File: config.mk
export PLATFORM = sky130hd
export DESIGN_NAME = html_url_escape_encoder_unit
export DESIGN_NICKNAME = d
export VERILOG_FILES = /design/src/hdl/hue_pkg.sv /design/src/hdl/html_url_escape_encoder_unit.sv
export SDC_FILE = /design/constraint.sdc
export NUM_CORES = 1
export LEC_CHECK = 0
export BUFFER_PORTS_ARGS = -buffer_cell sky130_fd_sc_hd__buf_4
export CAP_MARGIN = 40
export CELL_PAD_IN_SITES_DETAIL_PLACEMENT = 0
export CELL_PAD_IN_SITES_GLOBAL_PLACEMENT = 2
export CORE_MARGIN = 2
export CORE_UTILIZATION = 35
export CTS_CLUSTER_DIAMETER = 80
export DETAILED_ROUTE_END_ITERATION = 12
export PLACE_DENSITY_LB_ADDON = 0.1
export SETUP_SLACK_MARGIN = 0.3
export SYNTH_ARGS = -nofsm -noshare
export SYNTH_HDL_FRONTEND = slang
export SYNTH_SLANG_ARGS = --single-unit
File: constraint.sdc
create_clock -name clk_i -period 4 [get_ports clk_i]
set_clock_uncertainty 0.2 [all_clocks]
set_input_delay 0.2 -clock clk_i [delete_from_list [all_inputs] [get_ports clk_i]]
set_output_delay 0.2 -clock clk_i [all_outputs]
set_load 0.05 [all_outputs]
File: src/hdl/hue_pkg.sv
// Package for the HTML/URL escape encoder: word types, escape codes, entity text.
// No dependencies; imported by the encoder top level, its checker and the testbench.
`timescale 1ns / 1ps

package hue_pkg;

  typedef struct packed {
    logic [7:0] in_byte;
    logic       string_end;
  } hue_in_t;

  typedef struct packed {
    logic [7:0] out_byte;
    logic       run_last;
    logic       string_done;
  } hue_out_t;

  typedef enum logic [2:0] {
    CodePass,
    CodeAmp,
    CodeQuot,
    CodeApos,
    CodeLt,
    CodeGt,
    CodePct
  } hue_code_e;

  localparam logic ModeHtml = 1'b0;
  localparam logic ModeUrl  = 1'b1;

  localparam int unsigned RunMax = 6;
  localparam int unsigned IdxW   = 3;

  // Entity text, left aligned in six byte slots.
  localparam logic [47:0] EntAmp  = {"&amp;", 8'h00};
  localparam logic [47:0] EntQuot = "&quot;";
  localparam logic [47:0] EntApos = "&apos;";
  localparam logic [47:0] EntLt   = {"&lt;", 16'h0000};
  localparam logic [47:0] EntGt   = {"&gt;", 16'h0000};

  localparam logic [7:0] ChPercent = 8'h25;

  function automatic logic [7:0] hex_char(input logic [3:0] nib);
    logic [7:0] r;
    if (nib < 4'd10) begin
      r = 8'h30 + {4'h0, nib};
    end else begin
      r = 8'h37 + {4'h0, nib};
    end
    return r;
  endfunction

endpackage

File: src/hdl/html_url_escape_encoder_unit.sv
// HTML entity / URL percent escape encoder, top level.
// Depends on hue_pkg.
//
//   channel  | direction | handshake                 | word
//   ---------+-----------+---------------------------+---------------------------------
//   in       | input     | in_valid_i / in_stall_o   | in_byte, string_end
//   out      | output    | out_valid_o / out_stall_i | out_byte, run_last, string_done
//   cfg      | input     | cfg_valid_i / cfg_ready_o | encode_mode
//
// Three register stages: input capture, classify, run serializer. Without an output
// stall the serializer emits one word per cycle, so an input byte occupies it for its
// run of 1 to 6 words; plain bytes stream at one per cycle. Reset selects HTML mode
// and empties the pipe. A stall on the output holds the serializer and backs up stage
// by stage to in_stall_o.
`timescale 1ns / 1ps

module html_url_escape_encoder_unit (
  input  logic            clk_i,
  input  logic            rst_ni,
  input  logic            cfg_valid_i,
  output logic            cfg_ready_o,
  input  logic            cfg_encode_mode_i,
  input  logic            in_valid_i,
  output logic            in_stall_o,
  input  hue_pkg::hue_in_t  in_data_i,
  output logic            out_valid_o,
  input  logic            out_stall_i,
  output hue_pkg::hue_out_t out_data_o
);
  import hue_pkg::*;

  logic mode_q;

  // stage 1: captured input
  logic    s1_valid_q;
  hue_in_t s1_data_q;

  // stage 2: classified byte
  logic       s2_valid_q;
  hue_in_t    s2_data_q;
  hue_code_e  s2_code_q;
  hue_code_e  s2_code_d;

  // stage 3: run serializer
  logic            s3_valid_q;
  logic [7:0]      s3_seq_q [RunMax];
  logic [7:0]      s3_seq_d [RunMax];
  logic [IdxW-1:0] s3_last_q;
  logic [IdxW-1:0] s3_last_d;
  logic [IdxW-1:0] s3_idx_q;
  logic            s3_end_q;

  logic out_fire;
  logic s3_at_last;
  logic s3_free;
  logic s2_en;
  logic s1_en;
  logic [47:0] ent;

  assign cfg_ready_o = 1'b1;

  always_ff @(posedge clk_i or negedge rst_ni) begin
    if (!rst_ni) begin
      mode_q <= ModeHtml;
    end else if (cfg_valid_i) begin
      mode_q <= cfg_encode_mode_i;
    end
  end

  assign s3_at_last = (s3_idx_q == s3_last_q);
  assign out_fire   = s3_valid_q && !out_stall_i;
  assign s3_free    = !s3_valid_q || (out_fire && s3_at_last);
  assign s2_en      = !s2_valid_q || s3_free;
  assign s1_en      = !s1_valid_q || s2_en;
  assign in_stall_o = !s1_en;

  // classify
  always_comb begin
    s2_code_d = CodePass;
    if (mode_q == ModeHtml) begin
      case (s1_data_q.in_byte)
        8'h26:   s2_code_d = CodeAmp;
        8'h22:   s2_code_d = CodeQuot;
        8'h27:   s2_code_d = CodeApos;
        8'h3C:   s2_code_d = CodeLt;
        8'h3E:   s2_code_d = CodeGt;
        default: s2_code_d = CodePass;
      endcase
    end else begin
      // % sp @ = : ; # $ < ? & , > / " + '
      if (s1_data_q.in_byte inside {8'h25, 8'h20, 8'h40, 8'h3D, 8'h3A, 8'h3B,
                                    8'h23, 8'h24, 8'h3C, 8'h3F, 8'h26, 8'h2C,
                                    8'h3E, 8'h2F, 8'h22, 8'h2B, 8'h27}) begin
        s2_code_d = CodePct;
      end
    end
  end

  // build the run
  always_comb begin
    ent       = {s2_data_q.in_byte, 40'h0};
    s3_last_d = IdxW'(0);
    case (s2_code_q)
      CodeAmp: begin
        ent = EntAmp;
        s3_last_d = IdxW'(4);
      end
      CodeQuot: begin
        ent = EntQuot;
        s3_last_d = IdxW'(5);
      end
      CodeApos: begin
        ent = EntApos;
        s3_last_d = IdxW'(5);
      end
      CodeLt: begin
        ent = EntLt;
        s3_last_d = IdxW'(3);
      end
      CodeGt: begin
        ent = EntGt;
        s3_last_d = IdxW'(3);
      end
      CodePct: begin
        ent = {ChPercent, hex_char(s2_data_q.in_byte[7:4]),
               hex_char(s2_data_q.in_byte[3:0]), 24'h0};
        s3_last_d = IdxW'(2);
      end
      default: begin
        ent = {s2_data_q.in_byte, 40'h0};
        s3_last_d = IdxW'(0);
      end
    endcase
    for (int k = 0; k < RunMax; k++) begin
      s3_seq_d[k] = ent[(RunMax-1-k)*8 +: 8];
    end
  end

  always_ff @(posedge clk_i or negedge rst_ni) begin
    if (!rst_ni) begin
      s1_valid_q <= 1'b0;
      s2_valid_q <= 1'b0;
      s3_valid_q <= 1'b0;
      s3_idx_q   <= '0;
    end else begin
      if (s1_en) begin
        s1_valid_q <= in_valid_i;
      end
      if (s2_en) begin
        s2_valid_q <= s1_valid_q;
      end
      if (s3_free) begin
        s3_valid_q <= s2_valid_q;
        s3_idx_q   <= '0;
      end else if (out_fire) begin
        s3_idx_q <= s3_idx_q + IdxW'(1);
      end
    end
  end

  always_ff @(posedge clk_i) begin
    if (s1_en) begin
      s1_data_q <= in_data_i;
    end
    if (s2_en) begin
      s2_data_q <= s1_data_q;
      s2_code_q <= s2_code_d;
    end
    if (s3_free) begin
      s3_seq_q  <= s3_seq_d;
      s3_last_q <= s3_last_d;
      s3_end_q  <= s2_data_q.string_end;
    end
  end

  assign out_valid_o             = s3_valid_q;
  assign out_data_o.out_byte     = s3_seq_q[s3_idx_q];
  assign out_data_o.run_last     = s3_at_last;
  assign out_data_o.string_done  = s3_at_last && s3_end_q;

endmodule

== Word-level counts from Yosys, hierarchy flattened ==
Cells that the tools add are included.
Widths: inputs -> output; s select.

* Register bits after elaboration: 80
* Bits of input ports: 15
* Output and inout bits: 13
* Word-level logic and storage cells: 78

* Add/sub/neg operators: 5
* $lt $le $gt $ge: 3
* Equality and inequality tests: 24
* Multiplexer cells: 12
* Bitwise operators: 1
* Reductions and logical operators: 15

{| class="wikitable"
|+ Operator list
! kind !! number
|-
| $pmux 48 s6 || 1
|-
| $eq 8x6->1 const B || 16
|-
| $add 6x4->7 const A || 4
|-
| $bmux 8 s3 || 1
|-
| $reduce_bool 17->1 || 1
|-
| $mux 8 || 2
|-
| $pmux 3 s5 || 1
|-
| $mux 7 || 2
|-
| $mux 3 || 4
|-
| $pmux 3 s4 || 1
|-
| $eq 3x3->1 const B || 3
|-
| $eq 8x7->1 const B || 1
|-
| $lt 4x4->1 const B || 2
|-
| $eq 3x2->1 const B || 2
|-
| $logic_not 1->1 || 5
|-
| $ge 4x4->1 const B || 1
|-
| $not 3->4 || 1
|-
| $reduce_or 2->1 || 2
|-
| $add 3x1->3 const B || 1
|-
| $eq 3x1->1 const B || 1
|-
| $eq 3x3->1 || 1
|-
| $logic_and 1x1->1 || 3
|-
| $logic_or 1x1->1 || 3
|-
| $reduce_bool 2->1 || 1
|}

== Logic depth before layout (Yosys ltp) ==
* Word-level depth: 7
* Mapped depth: 6
* Gate-level depth less buffers: 6

== Worst setup path after synthesis ==
Ideal clock, no wire load.

* Path kind: reg2reg
* Start point: reg s3_idx_q[0]
* End point: reg s3_end_q, enable pin
* Library setup time: 0.472 ns
* Arrival: 3.270 ns
* Data required time: 3.328 ns
* Slack: 0.058 ns
* Cell stages (with the launch flop): 5
* Path buffers: 1
* Period minus slack after synthesis: 3.942 ns
* Cell sequence: dfrtp_1 > buf_6 > xnor2_1 > nand3_1 > o21ai_0

* Cells in the longest elaborated chain, start to end: 3

{| class="wikitable"
|+ Ends and longest elaborated chain
! element !! RTL line !! text
|-
| start, declared || html_url_escape_encoder_unit.sv:50 || <nowiki>logic [IdxW-1:0] s3_idx_q;</nowiki>
|-
| start signal, assigned || html_url_escape_encoder_unit.sv:156 || <nowiki>s3_idx_q <= s3_idx_q + IdxW'(1);</nowiki>
|-
| $eq 3x3->1 || html_url_escape_encoder_unit.sv:70 || <nowiki>assign s3_at_last = (s3_idx_q == s3_last_q);</nowiki>
|-
| $logic_and 1x1->1 || html_url_escape_encoder_unit.sv:72 || <nowiki>assign s3_free = !s3_valid_q || (out_fire && s3_at_last);</nowiki>
|-
| $logic_or 1x1->1 || html_url_escape_encoder_unit.sv:72 ||
|-
| named net s3_free || html_url_escape_encoder_unit.sv:55 || <nowiki>logic s3_free;</nowiki>
|-
| end signal, assigned || html_url_escape_encoder_unit.sv:172 || <nowiki>s3_end_q <= s2_data_q.string_end;</nowiki>
|-
| end, declared || html_url_escape_encoder_unit.sv:51 || <nowiki>logic s3_end_q;</nowiki>
|}

The timed path passes the listed nets, and every way through them passes these cells.
A chain may end at the register's enable or synchronous reset.

== Final worst setup path ==
* Start point: reg s3_idx_q[0]
* End point: out in_stall_o

* Cells in the longest elaborated chain, start to end: 6

{| class="wikitable"
|+ Ends and longest elaborated chain
! element !! RTL line !! text
|-
| $eq 3x3->1 || html_url_escape_encoder_unit.sv:70 ||
|-
| $logic_and 1x1->1 || html_url_escape_encoder_unit.sv:72 ||
|-
| $logic_or 1x1->1 || html_url_escape_encoder_unit.sv:72 ||
|-
| $logic_or 1x1->1 || html_url_escape_encoder_unit.sv:73 || <nowiki>assign s2_en = !s2_valid_q || s3_free;</nowiki>
|-
| $logic_or 1x1->1 || html_url_escape_encoder_unit.sv:74 || <nowiki>assign s1_en = !s1_valid_q || s2_en;</nowiki>
|-
| $logic_not 1->1 || html_url_escape_encoder_unit.sv:75 || <nowiki>assign in_stall_o = !s1_en;</nowiki>
|-
| end, declared || html_url_escape_encoder_unit.sv:24 || <nowiki>output logic in_stall_o,</nowiki>
|}

Every way passes these cells.

==> impl_metrics.tcl <==
set metrics [dict create \
    run_status "finished clean" \
    clock_power_share_pct 21.7 \
    route.antenna.remaining_nets 0 \
    grt_pass1_vias 1904 \
    hp-class "reg2reg" \
    routed_wl_mm 5.78 \
    postSynth.asyncResetShare_pct 11.5 \
    path_cells "xnor2_1, nand3_1, o2111ai_1, buf_4, inv_1, buf_4" \
    tritoncts.num_buffers 9 \
    postCtsResizedCells 0 \
    cts_clk_pin_slew_worst_paths_ns 0.07 \
    sequential_cell_area_sq_um 1800 \
    worst_slew_pin_slew_ns 0.811 \
    floorplan.core_area_sq_um 8180 \
    rsz0062_at_grt "false" \
    cpMostUsedCell "sky130_fd_sc_hd__buf_4" \
    worst_setup_path_end_kind "output port" \
    crit_path_max_fanout 19 \
    clock-sinks 61 \
    global_route.overflow_total 0 \
    synthesized_instance_count 235 \
    hold_viol_final 0 \
    post_synth.cell_area_avg_sq_um 12.4 \
    holdWs_ns 0.213 \
    yosys-mux-area-fraction_pct 6.46 \
    timing.setup.critical_path_class "reg2out" \
    antenna_found_initial 0 \
    synthSimpleGateAreaFrac_pct 13.6 \
    yosysSeqAreaShare_pct 61.5 \
    synth.top_cells.by_area "sky130_fd_sc_hd__edfxtp_1, sky130_fd_sc_hd__dfrtp_1, sky130_fd_sc_hd__mux4_2, sky130_fd_sc_hd__nand2_1, sky130_fd_sc_hd__o21ai_0" \
    antennaDiodeCount 0 \
    critPathRequiredTime_ns 3.60 \
    io_buffers 26 \
    number_of_enable_type_register_cells_in_the_synthesized_netlist 54 \
    final_gp_congestion 0.729 \
    synth_top_cell_by_area "sky130_fd_sc_hd__edfxtp_1" \
    seq_power_share_pct 42.9 \
    maxCapViolations 0 \
    cts_buffer_depth 2 \
    multi_input_gate_area_sq_um 1000 \
    power_switching_mw 0.893 \
    finalSetupViolCount 0 \
    die_h_um 95.4 \
    leading_cell_type_in_the_layout_fill_and_taps_excluded "sky130_fd_sc_hd__edfxtp_1" \
    power_per_cell_area_nw_per_um2 668 \
    layout.nets 298 \
    power.leakage_nw 1.36 \
    layout-area-overhead-vs-synth_pct 21.2 \
    compound_gate_portion_of_the_synthesized_area_pct 10.1 \
    final_critical_path_setup_slack_ns 1.20 \
    synth_top_area_share_pct 55.5 \
    worstSetupStartpointType "flip-flop" \
    synthFlopType "sky130_fd_sc_hd__edfxtp_1" \
    critical_path.slowest_cell "sky130_fd_sc_hd__dfrtp_1" \
    detail_route.first_pass.iterations 4 \
    routedWlPerCell_um 14.9 \
    synth.ff_latch_count 61 \
    nFillCells 788 \
    grt_util_all_layers_pct 14.6 \
    place_worst_setup_slack_ns 1.51 \
    synth-adder-area-share_pct 2.14 \
    critical_path.n_buffers_inverters 3 \
    count_of_unique_library_cells_instantiated_by_yosys 47 \
    cell_int_power_mw 1.47 \
    ir_drop_uv 328 \
    grt_first_pass_wirelength_mm 9.68 \
    tritoncts "yes" \
    fin_crit_sh_pct 70.0 \
    later_pin_clock_latency_in_the_skew_report_ns 0.33 \
    finish.utilization_pct 43.3 \
    final_max_slew_viol_count 0 \
    comb_power_share_pct 35.4 \
    totalNegativeSetupSlack_ns 0 \
    max_slew_margin_pct 45.9 \
    synthesis.area_sq_um 2920 \
    synth_nets 255 \
    max_freq_mhz 357 \
    die_area_sq_um 9100 \
    die_width_um 95.4 \
    clockRootBuffer "sky130_fd_sc_hd__clkbuf_8" \
    starting_density_of_the_core_pct 35.8 \
    wp_data_arrival_ns 2.40 \
    post-dp-hpwl_mm 4.16 \
    row_count 33 \
    synth-xor-area-share_pct 1.80 \
    post_route_cells_drive_above_1_share_pct 20.1 \
    htree_levels 3 \
    main_combinational_cell_family_by_area_after_synthesis "simple AND/OR/NAND/NOR gates" \
    layout_min_cycle_time_ns 2.80 \
    crit_family "flip-flops" \
    detail_route.drc_violations 0 \
    cpPeakStageDelay_ns 0.87 \
    power.switching_fraction_pct 37.8 \
    grt_start_max_net_pins 35 \
    via_count 1890 \
    ys_warn_count 0 \
    io_pins 28 \
    vias_per_instance 4.87 \
    power.total_mw 2.37 \
    drtIter0Drc 111 \
    highest_count_cells_in_the_layout_ignoring_fill_and_taps "sky130_fd_sc_hd__edfxtp_1, sky130_fd_sc_hd__buf_4, sky130_fd_sc_hd__nand2_1" \
]
-- metrics by stage --
| stage | std cells | cell area [sq um] |
|---|---|---|
| 2_1_floorplan | 235 | 2920 |
| 3_3_place_gp | 357 | 3210 |
| 3_5_place_dp | 357 | 3210 |
| 4_1_cts | 388 | 3540 |
| 5_1_grt | 388 | 3540 |
| 6_report | 388 | 3540 |
-- flip-flops by register name, summed over array words and instances, names as in the netlist --
name	cells
mode_q	1
out_valid_o	1
s1_data_q	9
s1_valid_q	1
s2_code_q	3
s2_data_q	9
s2_valid_q	1
s3_end_q	1
s3_idx_q	3
s3_last_q	2
s3_seq_q	30
-- cells by family after synthesis --
kind of cell	Yosys count
compound gates	45
xor+xnor	6
fa+ha+maj	5
buf+inv	28
flops	61
mux	11
other cells	1
simple gates	78
-- timing repair --
action / 4_1_cts / 5_1_grt
setup buffers: 0 / 0
hold buffers: 15 / 0
hold endpoints to repair: 20 / 0
-- worst register-to-register path, cell delays in order (launching register included) --
cell	delay, ns
sky130_fd_sc_hd__dfrtp_1	0.87
sky130_fd_sc_hd__xnor2_1	0.20
sky130_fd_sc_hd__nand3_1	0.27
sky130_fd_sc_hd__o21ai_2	0.20
sky130_fd_sc_hd__buf_4	0.40
-- power groups by stage --
stage	clock network [mW]	registers, mW	logic, mW
floorplan	0	0.931	0.702
finish	0.513	1.02	0.836
global route	0.561	1.05	0.916
global placement	0	1.03	0.831
CTS	0.532	1.02	0.847
detailed placement	0	1.03	0.832
-- path summary, 6_finish.rpt --
kind,from,cells after the start,slack (ns),to
worst min register to register,s2_data_q[0]$_DFFE_PP_,0,0.21,s3_end_q$_DFFE_PP_
worst max-delay path,s3_idx_q[0]$_DFFE_PN0P_,6,1.20,in_stall_o
worst min-delay path,s2_data_q[0]$_DFFE_PP_,0,0.21,s3_end_q$_DFFE_PP_
min in group asynchronous,rst_ni,3,0.64,s3_idx_q[0]$_DFFE_PN0P_
worst max register to register,s3_idx_q[0]$_DFFE_PN0P_,4,1.50,s3_seq_q[29]$_DFFE_PP_
max in group asynchronous,rst_ni,3,2.70,s3_idx_q[1]$_DFFE_PN0P_
-- layout make-up --
cell class	count	share of cell area [%]
Tap cell	105	3.71
Clock inverter	5	1.45
Clock buffer	11	3.71
Inverter	16	1.70
Timing Repair Buffer	44	10.4
Sequential cell	61	50.7
Multi-Input combinational cell	146	28.3
-- cell usage after synthesis (6+ instances only) --
master                      n
sky130_fd_sc_hd__inv_1     16
sky130_fd_sc_hd__nor2b_1    6
sky130_fd_sc_hd__nand3_1    9
sky130_fd_sc_hd__a21oi_1   10
sky130_fd_sc_hd__nand2_1   21
sky130_fd_sc_hd__nand2b_1   7
sky130_fd_sc_hd__mux4_2     6
sky130_fd_sc_hd__edfxtp_1  54
sky130_fd_sc_hd__and2_1     7
sky130_fd_sc_hd__xnor2_1    6
sky130_fd_sc_hd__dfrtp_1    7
sky130_fd_sc_hd__nor2_1    16
sky130_fd_sc_hd__o21ai_0   13
-- layer usage --
layer	wire, um	GRT usage (%)	up-vias
li1	-	-	939
met1	2590	18.1	897
met2	2890	23.7	43
met3	178	3.32	11
met4	125	8.21	0
met5	0	0	-
No activity file was read; power rests on OpenSTA's default activity.
